File: src/design/mpr_pkg.sv
package mpr_pkg;

	// Arithmetic width of y, the minimum y and the decision value.
	localparam int VALUE_W = 32;
	// Width of x, the vertex and the multiplier's second operand.
	localparam int X_W = 12;

	localparam int COEF_A_W = 8;
	localparam int COEF_B_W = 11;
	localparam int COEF_C_W = 17;
	localparam int EXTENT_W = 10;

	localparam int PX_W = 11;
	localparam int MX_W = 13;

	localparam int S_DATA_W = 8;
	localparam int M_DATA_W = 64;
	localparam int CFG_IDX_W = 2;
	localparam int CFG_DATA_W = 17;

	// Held coefficients after the curve is turned to open upward.
	localparam int A_W = COEF_A_W + 1;
	localparam int B_W = COEF_B_W + 1;
	localparam int C_W = COEF_C_W + 1;
	localparam int K_W = B_W + 2;

	// Vertex divider: |b| over 2a, one quotient bit per cycle.
	localparam int QUO_W = COEF_B_W;
	localparam int REM_W = COEF_A_W;
	localparam int DIV_CNT_W = $clog2(QUO_W);
	localparam logic [DIV_CNT_W-1:0] DIV_LAST = DIV_CNT_W'(QUO_W - 1);

	localparam int STEP_BIAS = 4;

	localparam logic signed [COEF_A_W-1:0] RST_COEF_A = -8'sd1;
	localparam logic signed [COEF_B_W-1:0] RST_COEF_B = 11'sd2;
	localparam logic signed [COEF_C_W-1:0] RST_COEF_C = 17'sd1;
	localparam logic [EXTENT_W-1:0] RST_EXTENT = 10'd500;

	typedef enum logic [CFG_IDX_W-1:0] {
		REG_COEF_A,
		REG_COEF_B,
		REG_COEF_C,
		REG_HALF_EXTENT
	} cfg_reg_t;

endpackage

File: src/design/mpr_mac.sv
module mpr_mac import mpr_pkg::*; (
	input  logic                      clk,
	input  logic                      en,
	input  logic signed [VALUE_W-1:0] mul_a,
	input  logic signed [X_W-1:0]     mul_b,
	input  logic signed [VALUE_W-1:0] addend,
	output logic signed [VALUE_W-1:0] result
);

	logic signed [VALUE_W+X_W-1:0] prod;
	logic signed [VALUE_W-1:0]     result_q;

	assign prod = mul_a * mul_b;

	// Sum wraps to the value width.
	always_ff @(posedge clk) begin
		if (en) begin
			result_q <= prod[VALUE_W-1:0] + addend;
		end
	end

	assign result = result_q;

endmodule

File: src/design/midpoint_parabola_raster_top.sv
// Midpoint parabola rasterizer for y = a*x^2 + b*x + c. An input item with restart set
// loads the coefficient registers and prepares a new curve with an 11-bit shift-subtract
// division for the vertex followed by five passes through the single shared multiply-add
// unit, and then yields a result with point_valid 0 and trace_done 0. A restart with
// coef_a zero yields trace_done 1 and coef_error 1. An advance item yields the next
// left-branch point and its mirror about the vertex; when x steps, the block goes on
// through ST_ADV2 and ST_ADV3 before it takes a new item, as the new decision value
// goes through the multiply-add unit. Once the trace has run past the vertex or below
// the minimum y, advances report trace_done 1. The block takes no new item while it
// works on one or while a result waits and is not being taken.
module midpoint_parabola_raster_top import mpr_pkg::*; (
	input  logic                  clk,
	input  logic                  arst_n,
	input  logic                  s_tvalid,
	output logic                  s_tready,
	input  logic [S_DATA_W-1:0]   s_tdata,    // [0] restart, rest zero
	output logic                  m_tvalid,
	input  logic                  m_tready,
	// [10:0] point_x, [23:11] mirror_x, [55:24] point_y, [56] trace_done,
	// [57] coef_error, rest zero
	output logic [M_DATA_W-1:0]   m_tdata,
	output logic                  m_tuser,    // [0] point_valid
	input  logic                  cfg_valid,
	output logic                  cfg_ready,
	input  logic [CFG_IDX_W-1:0]  cfg_index,
	input  logic [CFG_DATA_W-1:0] cfg_data
);

	typedef enum logic [3:0] {
		ST_IDLE,
		ST_DIV,
		ST_T0,
		ST_Y0,
		ST_T1,
		ST_M1,
		ST_D0,
		ST_FIN,
		ST_ADV2,
		ST_ADV3
	} state_t;

	state_t state_q;

	logic signed [COEF_A_W-1:0] coef_a_q;
	logic signed [COEF_B_W-1:0] coef_b_q;
	logic signed [COEF_C_W-1:0] coef_c_q;
	logic [EXTENT_W-1:0]        half_extent_q;

	logic signed [A_W-1:0]     a_q;
	logic signed [B_W-1:0]     b_q;
	logic signed [C_W-1:0]     c_q;
	logic signed [K_W-1:0]     k_q;
	logic signed [X_W-1:0]     cur_x_q;
	logic signed [X_W-1:0]     vertex_q;
	logic signed [VALUE_W-1:0] cur_y_q;
	logic signed [VALUE_W-1:0] min_y_q;
	logic signed [VALUE_W-1:0] decision_q;
	logic signed [VALUE_W-1:0] sum_q;
	logic                      concave_q;
	logic                      active_q;
	logic                      err_q;

	logic [QUO_W-1:0]     dq_q;
	logic [REM_W-1:0]     rem_q;
	logic [DIV_CNT_W-1:0] div_cnt_q;

	logic                      m_tvalid_q;
	logic                      pv_q;
	logic [PX_W-1:0]           px_q;
	logic [MX_W-1:0]           mx_q;
	logic [VALUE_W-1:0]        py_q;
	logic                      done_q;
	logic                      oerr_q;

	logic                      accept;
	logic                      restart;
	logic                      out_load;
	logic                      a_zero;
	logic                      a_neg;
	logic signed [A_W-1:0]     a_ext;
	logic signed [A_W-1:0]     a_pos;
	logic signed [B_W-1:0]     b_ext;
	logic signed [B_W-1:0]     b_pos;
	logic signed [B_W-1:0]     b_mag;
	logic signed [C_W-1:0]     c_ext;
	logic signed [C_W-1:0]     c_pos;
	logic                      in_range;
	logic signed [MX_W-1:0]    mirror;
	logic signed [VALUE_W-1:0] y_out;
	logic                      dec_pos;
	logic [REM_W:0]            trial;
	logic [REM_W:0]            divisor;
	logic [REM_W:0]            trial_sub;
	logic                      div_ge;
	logic signed [X_W-1:0]     quot;
	logic signed [X_W-1:0]     vertex_nxt;

	logic                      mac_en;
	logic signed [VALUE_W-1:0] mac_a;
	logic signed [X_W-1:0]     mac_b;
	logic signed [VALUE_W-1:0] mac_s;
	logic signed [VALUE_W-1:0] mac_res;

	assign cfg_ready = 1'b1;

	always_ff @(posedge clk or negedge arst_n) begin
		if (!arst_n) begin
			coef_a_q      <= RST_COEF_A;
			coef_b_q      <= RST_COEF_B;
			coef_c_q      <= RST_COEF_C;
			half_extent_q <= RST_EXTENT;
		end else if (cfg_valid) begin
			case (cfg_reg_t'(cfg_index))
				REG_COEF_A:      coef_a_q      <= cfg_data[COEF_A_W-1:0];
				REG_COEF_B:      coef_b_q      <= cfg_data[COEF_B_W-1:0];
				REG_COEF_C:      coef_c_q      <= cfg_data[COEF_C_W-1:0];
				REG_HALF_EXTENT: half_extent_q <= cfg_data[EXTENT_W-1:0];
				default:         coef_a_q      <= coef_a_q;
			endcase
		end
	end

	assign s_tready = (state_q == ST_IDLE) && (!m_tvalid_q || m_tready);
	assign accept   = s_tvalid && s_tready;
	assign restart  = s_tdata[0];
	// A result is loaded by every advance, by a rejected restart and at the end of setup.
	assign out_load = (state_q == ST_FIN) || (accept && (!restart || a_zero));

	always_comb begin
		// Make the curve open upward: negate all three coefficients when a < 0.
		a_zero = (coef_a_q == '0);
		a_neg  = coef_a_q[COEF_A_W-1];
		a_ext  = A_W'(coef_a_q);
		b_ext  = B_W'(coef_b_q);
		c_ext  = C_W'(coef_c_q);
		a_pos  = a_neg ? -a_ext : a_ext;
		b_pos  = a_neg ? -b_ext : b_ext;
		c_pos  = a_neg ? -c_ext : c_ext;
		b_mag  = b_pos[B_W-1] ? -b_pos : b_pos;

		in_range = (cur_x_q <= vertex_q) && (cur_y_q >= min_y_q);
		mirror   = (MX_W'(vertex_q) <<< 1) - MX_W'(cur_x_q);
		y_out    = concave_q ? -cur_y_q : cur_y_q;
		dec_pos  = (decision_q > 0);

		trial     = {rem_q, dq_q[QUO_W-1]};
		divisor   = {a_q[A_W-2:0], 1'b0};
		div_ge    = (trial >= divisor);
		trial_sub = trial - divisor;

		// Truncation toward zero: the quotient of the magnitudes takes the sign of -b.
		quot       = {1'b0, dq_q};
		vertex_nxt = (b_q > 0) ? -quot : quot;
	end

	always_comb begin
		mac_en = 1'b0;
		mac_a  = VALUE_W'(a_q);
		mac_b  = cur_x_q;
		mac_s  = VALUE_W'(b_q);
		case (state_q)
			ST_T0: begin
				mac_en = 1'b1;
			end
			ST_Y0: begin
				mac_en = 1'b1;
				mac_a  = mac_res;
				mac_s  = VALUE_W'(c_q);
			end
			ST_T1: begin
				mac_en = 1'b1;
				mac_b  = vertex_q;
			end
			ST_M1: begin
				mac_en = 1'b1;
				mac_a  = mac_res;
				mac_b  = vertex_q;
				mac_s  = VALUE_W'(c_q);
			end
			ST_D0: begin
				mac_en = 1'b1;
				mac_a  = VALUE_W'(a_q) <<< 2;
				mac_s  = VALUE_W'(a_q) + (VALUE_W'(b_q) <<< 1) + VALUE_W'(STEP_BIAS);
			end
			ST_ADV2: begin
				mac_en = 1'b1;
				mac_a  = VALUE_W'(a_q) <<< 3;
				mac_b  = cur_x_q + X_W'(1);
				mac_s  = sum_q;
			end
			default: begin
				mac_en = 1'b0;
			end
		endcase
	end

	mpr_mac u_mac (
		.clk    (clk),
		.en     (mac_en),
		.mul_a  (mac_a),
		.mul_b  (mac_b),
		.addend (mac_s),
		.result (mac_res)
	);

	always_ff @(posedge clk or negedge arst_n) begin
		if (!arst_n) begin
			state_q    <= ST_IDLE;
			a_q        <= '0;
			b_q        <= '0;
			c_q        <= '0;
			k_q        <= '0;
			cur_x_q    <= '0;
			vertex_q   <= '0;
			cur_y_q    <= '0;
			min_y_q    <= '0;
			decision_q <= '0;
			sum_q      <= '0;
			concave_q  <= 1'b0;
			active_q   <= 1'b0;
			err_q      <= 1'b0;
			dq_q       <= '0;
			rem_q      <= '0;
			div_cnt_q  <= '0;
			m_tvalid_q <= 1'b0;
			pv_q       <= 1'b0;
			px_q       <= '0;
			mx_q       <= '0;
			py_q       <= '0;
			done_q     <= 1'b0;
			oerr_q     <= 1'b0;
		end else begin
			m_tvalid_q <= out_load || (m_tvalid_q && !m_tready);
			case (state_q)
				ST_IDLE: begin
					if (accept && restart) begin
						if (a_zero) begin
							err_q      <= 1'b1;
							active_q   <= 1'b0;
							pv_q       <= 1'b0;
							px_q       <= '0;
							mx_q       <= '0;
							py_q       <= '0;
							done_q     <= 1'b1;
							oerr_q     <= 1'b1;
						end else begin
							err_q     <= 1'b0;
							active_q  <= 1'b0;
							concave_q <= a_neg;
							a_q       <= a_pos;
							b_q       <= b_pos;
							c_q       <= c_pos;
							k_q       <= (K_W'(b_pos) <<< 2) + K_W'(STEP_BIAS);
							cur_x_q   <= -X_W'(half_extent_q);
							dq_q      <= b_mag[QUO_W-1:0];
							rem_q     <= '0;
							div_cnt_q <= '0;
							state_q   <= ST_DIV;
						end
					end else if (accept) begin
						oerr_q     <= err_q;
						if (active_q && in_range) begin
							pv_q    <= 1'b1;
							px_q    <= cur_x_q[PX_W-1:0];
							mx_q    <= mirror;
							py_q    <= y_out;
							done_q  <= 1'b0;
							cur_y_q <= cur_y_q - VALUE_W'(1);
							if (dec_pos) begin
								sum_q   <= decision_q + VALUE_W'(k_q);
								state_q <= ST_ADV2;
							end else begin
								decision_q <= decision_q + VALUE_W'(STEP_BIAS);
							end
						end else begin
							active_q <= 1'b0;
							pv_q     <= 1'b0;
							px_q     <= '0;
							mx_q     <= '0;
							py_q     <= '0;
							done_q   <= 1'b1;
						end
					end
				end
				ST_DIV: begin
					rem_q     <= div_ge ? trial_sub[REM_W-1:0] : trial[REM_W-1:0];
					dq_q      <= {dq_q[QUO_W-2:0], div_ge};
					div_cnt_q <= div_cnt_q + DIV_CNT_W'(1);
					if (div_cnt_q == DIV_LAST) begin
						state_q <= ST_T0;
					end
				end
				ST_T0: begin
					vertex_q <= vertex_nxt;
					state_q  <= ST_Y0;
				end
				ST_Y0: begin
					state_q <= ST_T1;
				end
				ST_T1: begin
					cur_y_q <= mac_res;
					state_q <= ST_M1;
				end
				ST_M1: begin
					state_q <= ST_D0;
				end
				ST_D0: begin
					min_y_q <= mac_res;
					state_q <= ST_FIN;
				end
				ST_FIN: begin
					decision_q <= mac_res;
					active_q   <= 1'b1;
					pv_q       <= 1'b0;
					px_q       <= '0;
					mx_q       <= '0;
					py_q       <= '0;
					done_q     <= 1'b0;
					oerr_q     <= err_q;
					state_q    <= ST_IDLE;
				end
				ST_ADV2: begin
					state_q <= ST_ADV3;
				end
				ST_ADV3: begin
					decision_q <= mac_res;
					cur_x_q    <= cur_x_q + X_W'(1);
					state_q    <= ST_IDLE;
				end
				default: begin
					state_q <= ST_IDLE;
				end
			endcase
		end
	end

	assign m_tvalid = m_tvalid_q;
	assign m_tuser  = pv_q;
	assign m_tdata  = {6'b0, oerr_q, done_q, py_q, mx_q, px_q};

`ifndef SYNTHESIS
	a_err_idle: assert property (@(posedge clk) disable iff (!arst_n)
		err_q |-> !active_q)
		else $error("coefficient error flag set while a trace is active");

	a_point_not_done: assert property (@(posedge clk) disable iff (!arst_n)
		m_tvalid_q && pv_q |-> !done_q)
		else $error("valid point reported together with trace_done");

	a_restart_div: assert property (@(posedge clk) disable iff (!arst_n)
		accept && restart && !a_zero |=> state_q == ST_DIV && div_cnt_q == '0)
		else $error("restart item did not start the vertex division");
`endif

endmodule
File: config.mk
export PLATFORM = sky130hd
export DESIGN_NAME = midpoint_parabola_raster_top
export DESIGN_NICKNAME = d
export VERILOG_FILES = /design/src/design/mpr_pkg.sv /design/src/design/mpr_mac.sv /design/src/design/midpoint_parabola_raster_top.sv
export SDC_FILE = /design/constraint.sdc
export NUM_CORES = 2
export LEC_CHECK = 0
export BUFFER_PORTS_ARGS = -buffer_cell sky130_fd_sc_hd__buf_2
export CAP_MARGIN = 20
export CORE_MARGIN = 2
export CORE_UTILIZATION = 40
export CTS_BUF_LIST = sky130_fd_sc_hd__clkbuf_8
export DETAILED_ROUTE_END_ITERATION = 10
export HOLD_SLACK_MARGIN = 0.05
export SLEW_MARGIN = 20
export SYNTH_ARGS = -nofsm -noshare
export SYNTH_HDL_FRONTEND = slang
export SYNTH_SLANG_ARGS = --single-unit
File: constraint.sdc
create_clock -name clk -period 7.1 [get_ports clk]
set_input_delay 1.065 -clock clk [delete_from_list [all_inputs] [get_ports clk]]
set_output_delay 1.065 -clock clk [all_outputs]
set_load 0.01 [all_outputs]
==> metrics <==
status finished with violations; failing checks setup timing; Root Driver clkbuf_8; Die Area 0.0826 mm²; Hold Crit Class in2async; DR pass1 iterations 8; final clock skew 0.0400 ns; final std cells w/o fill 5066; Die H 287 µm; Synth cell types 84; routed length per instance 20.0 µm; number of DRC markers in iteration 0 2189; die width 287 µm; ratio of routed vias to standard cells 5.35; ys async rst share 91.4%; CP arrival 7.69 ns; Total Routed Length 101 mm; number of global-route vias before repair 26800; Startpoint Class flop; number of synthesized flops with an enable pin 32; slowest CP cell fa_1; Slew HR 20.6%; first-pass GRT wire length 156 mm; htree depth 3; R2R Path Start a_q[2]$_DFFE_PN0P_; Worst Slack Setup Final -0.184 ns; number of buffers created by CTS 71; FP Rows 103; final setup violation count 5; max cap viols 0; Max stage delay on crit path 0.58 ns; synth warn 0; fraction of final layout cells with drive strength greater than 1 19.4%; Yosys reg bits 370; dpl cells 4914; clock-pin transition on the worst setup and hold timing paths 0.06 ns; Clock Path Buffers 3; Setup crit end kind flop; Critical Path RT 7.50 ns; biggest area consumer among synthesized cells dfrtp_1; Total GRT Usage 24.7%; Tcrit/Tclk final 103%; ys flop type dfrtp_1; I/O pin count 100; Mean Syn Cell Area 8.92 µm²; drc violations 0; initial antenna violation count 1; type of the worst setup path reg2reg; Layout area overhead 19.5%; GPL Wtd Cong 0.993; via count 27100; gr ovfl total 0; top cells by area, synth dfrtp_1 (25%), fa_1 (17%), ha_1 (8.1%); hold buffer count at CTS 0; worst hold margin 0.406 ns; largest net degree at the start of global routing 167; fillers 7609; sequential area share after synthesis 29.4%; CP max FO 4; Nets 4474; cell area after synthesis 0.0321 mm²; Max Slew Vio Count 0; core area 0.0793 mm²; Routed Antenna Nets 0; CTS Sinks 370; CTS tree done; starting density of the core 40.6%; measured slew at the worst slew-check pin 1.19 ns; Fin. Hold Viols 0; CP startpoint a_q[2]$_DFFE_PN0P_; Fin Setup TNS -0.495 ns; crit path time final 7.28 ns; CP dominant cell by count fa_1; RSZ-0062 raised after global routing true; Yosys top cell area share 25.1%; clk_lat worst skew 0.69 ns; Detailed Place HPWL 79.8 mm; post-synthesis instance total 3605; Max Freq 137 MHz; I/O Buffers 85
==> timing repair <==
item	in CTS	in global routing
cloned	0	1
resized for setup	50	82
buffers inserted	11	13
setup endpoints to repair	10	12
pin swaps	47	84
==> cell usage after synthesis, types with 13 or more instances <==
cell,count
nand2_1,643
inv_1,348
dfrtp_1,322
o21ai_0,292
fa_1,273
nor2_1,213
ha_1,209
a21oi_1,173
clkbuf_1,126
xnor2_1,114
xor2_1,103
nor3_1,53
mux2_2,51
a21o_1,44
nand3_1,42
nand2b_1,41
or3_1,36
o22ai_1,33
edfxtp_1,32
nor2b_1,28
a2bb2oi_1,27
buf_1,25
nor4_1,25
o21a_1,21
nand4_1,19
and3_1,18
o31ai_1,18
dfstp_2,16
a222oi_1,15
a211oi_1,14
a22oi_1,14
a31oi_1,14
and2_1,14
mux2i_1,13
==> cells by family (layout without fill, tap and decap cells) <==
logic type	count (synthesis)	in the layout	synth area share, %
DFF	370	370	29.4
buffers and inverters	517	922	6.19
muxes	64	64	2.19
xor gates and xnor gates	219	219	6.05
AOI/OAI and AO/OA	754	754	14.3
and+or+nand+nor	1197	1197	16.7
other	2	8	0.0234
adders and majority gates	482	482	25.1
==> final cells by class <==
class	instances	area, µm²	share of cell area [%]
multi-input cells	2723	21600	56.2
flip-flops and latches	370	9450	24.6
repair buffers	446	3310	8.62
well taps	1050	1310	3.42
inverters	348	1310	3.40
clock buffers	88	1210	3.15
clock inverters	40	239	0.622
diodes	1	2.50	0.00652
==> routing by layer <==
layer / share of wire (%) / vias to the layer above / GRT usage (%)
met5: 0 / - / 0
met4: 3.0 / 0 / 7.71
met3: 8.7 / 136 / 6.85
met2: 43 / 855 / 36.3
met1: 46 / 13300 / 35.2
li1: - / 12800 / -
==> per-stage QoR <==
stage | setup slack [ns] | cell area (µm²) | utilization, %
after global placement | -0.428 | 36100 | 45.6
final | -0.184 | 38400 | 48.5
after global routing | -0.487 | 38400 | 48.5
after CTS | -0.236 | 37900 | 47.8
after detailed placement | -0.447 | 36100 | 45.6
after floorplan | 0.00214 | 32400 | -
==> path summary, 6_finish.rpt <==
| check | cells past startpoint | slack (ns) | endpoint |
|---|---|---|---|
| max | 30 | -0.18 | u_mac.result[31]$_DFFE_PP_ |
| min | 1 | 0.41 | m_tuser$_DFFE_PN0P_ |
| max reg2reg | 30 | -0.18 | u_mac.result[31]$_DFFE_PP_ |
| min reg2reg | 2 | 0.47 | py_q[7]$_DFFE_PN0P_ |
| max in group asynchronous | 2 | 5.08 | coef_c_q[15]$_DFFE_PN0P_ |
| min in group clk | 2 | 0.47 | py_q[7]$_DFFE_PN0P_ |
==> flip-flops by register name, summed over array words and instances (netlist names), 4 cells and up <==
name           count
a_q                9
b_q               12
c_q               18
coef_a_q           8
coef_b_q          11
coef_c_q          17
cur_x_q           12
cur_y_q           32
decision_q        32
div_cnt_q          4
dq_q              11
half_extent_q     10
k_q               12
min_y_q           32
mx_q              12
px_q              11
py_q              32
rem_q              8
state_q            4
sum_q             32
u_mac.result      32
vertex_q          12
==> placed cells by master, fill, tap and decap left out, drive strengths merged, types with 15 or more instances in the layout <==
cell / synthesis / layout
nand4: 19 / 19
xnor2: 114 / 114
ha: 209 / 209
o22ai: 33 / 33
a222oi: 15 / 15
o21ai: 295 / 295
and3: 18 / 18
buf: 42 / 446
dfrtp: 322 / 322
a2bb2oi: 27 / 27
dfstp: 16 / 16
fa: 273 / 273
o31ai: 18 / 18
o21a: 21 / 21
edfxtp: 32 / 32
mux2: 51 / 51
inv: 348 / 378
nand2b: 41 / 41
nor4: 26 / 26
nand2: 643 / 643
nor2: 213 / 213
nor2b: 28 / 28
nand3: 43 / 43
nor3: 54 / 54
xor2: 103 / 103
a21oi: 173 / 173
clkbuf: 127 / 88
a21o: 44 / 44
or3: 44 / 44
==> worst max-delay path: cells and delay by family (launching register included) <==
kind	cells	cell delay, ns
buffers and inverters	4	0.29
adders and majority gates	9	3.32
AOI/OAI and AO/OA	11	2.10
xor gates and xnor gates	1	0.11
DFF	1	0.39
and+or+nand+nor	5	0.80
Power is not shown: default switching activity piles up to over one toggle a cycle in this logic, so the estimate is an artifact.
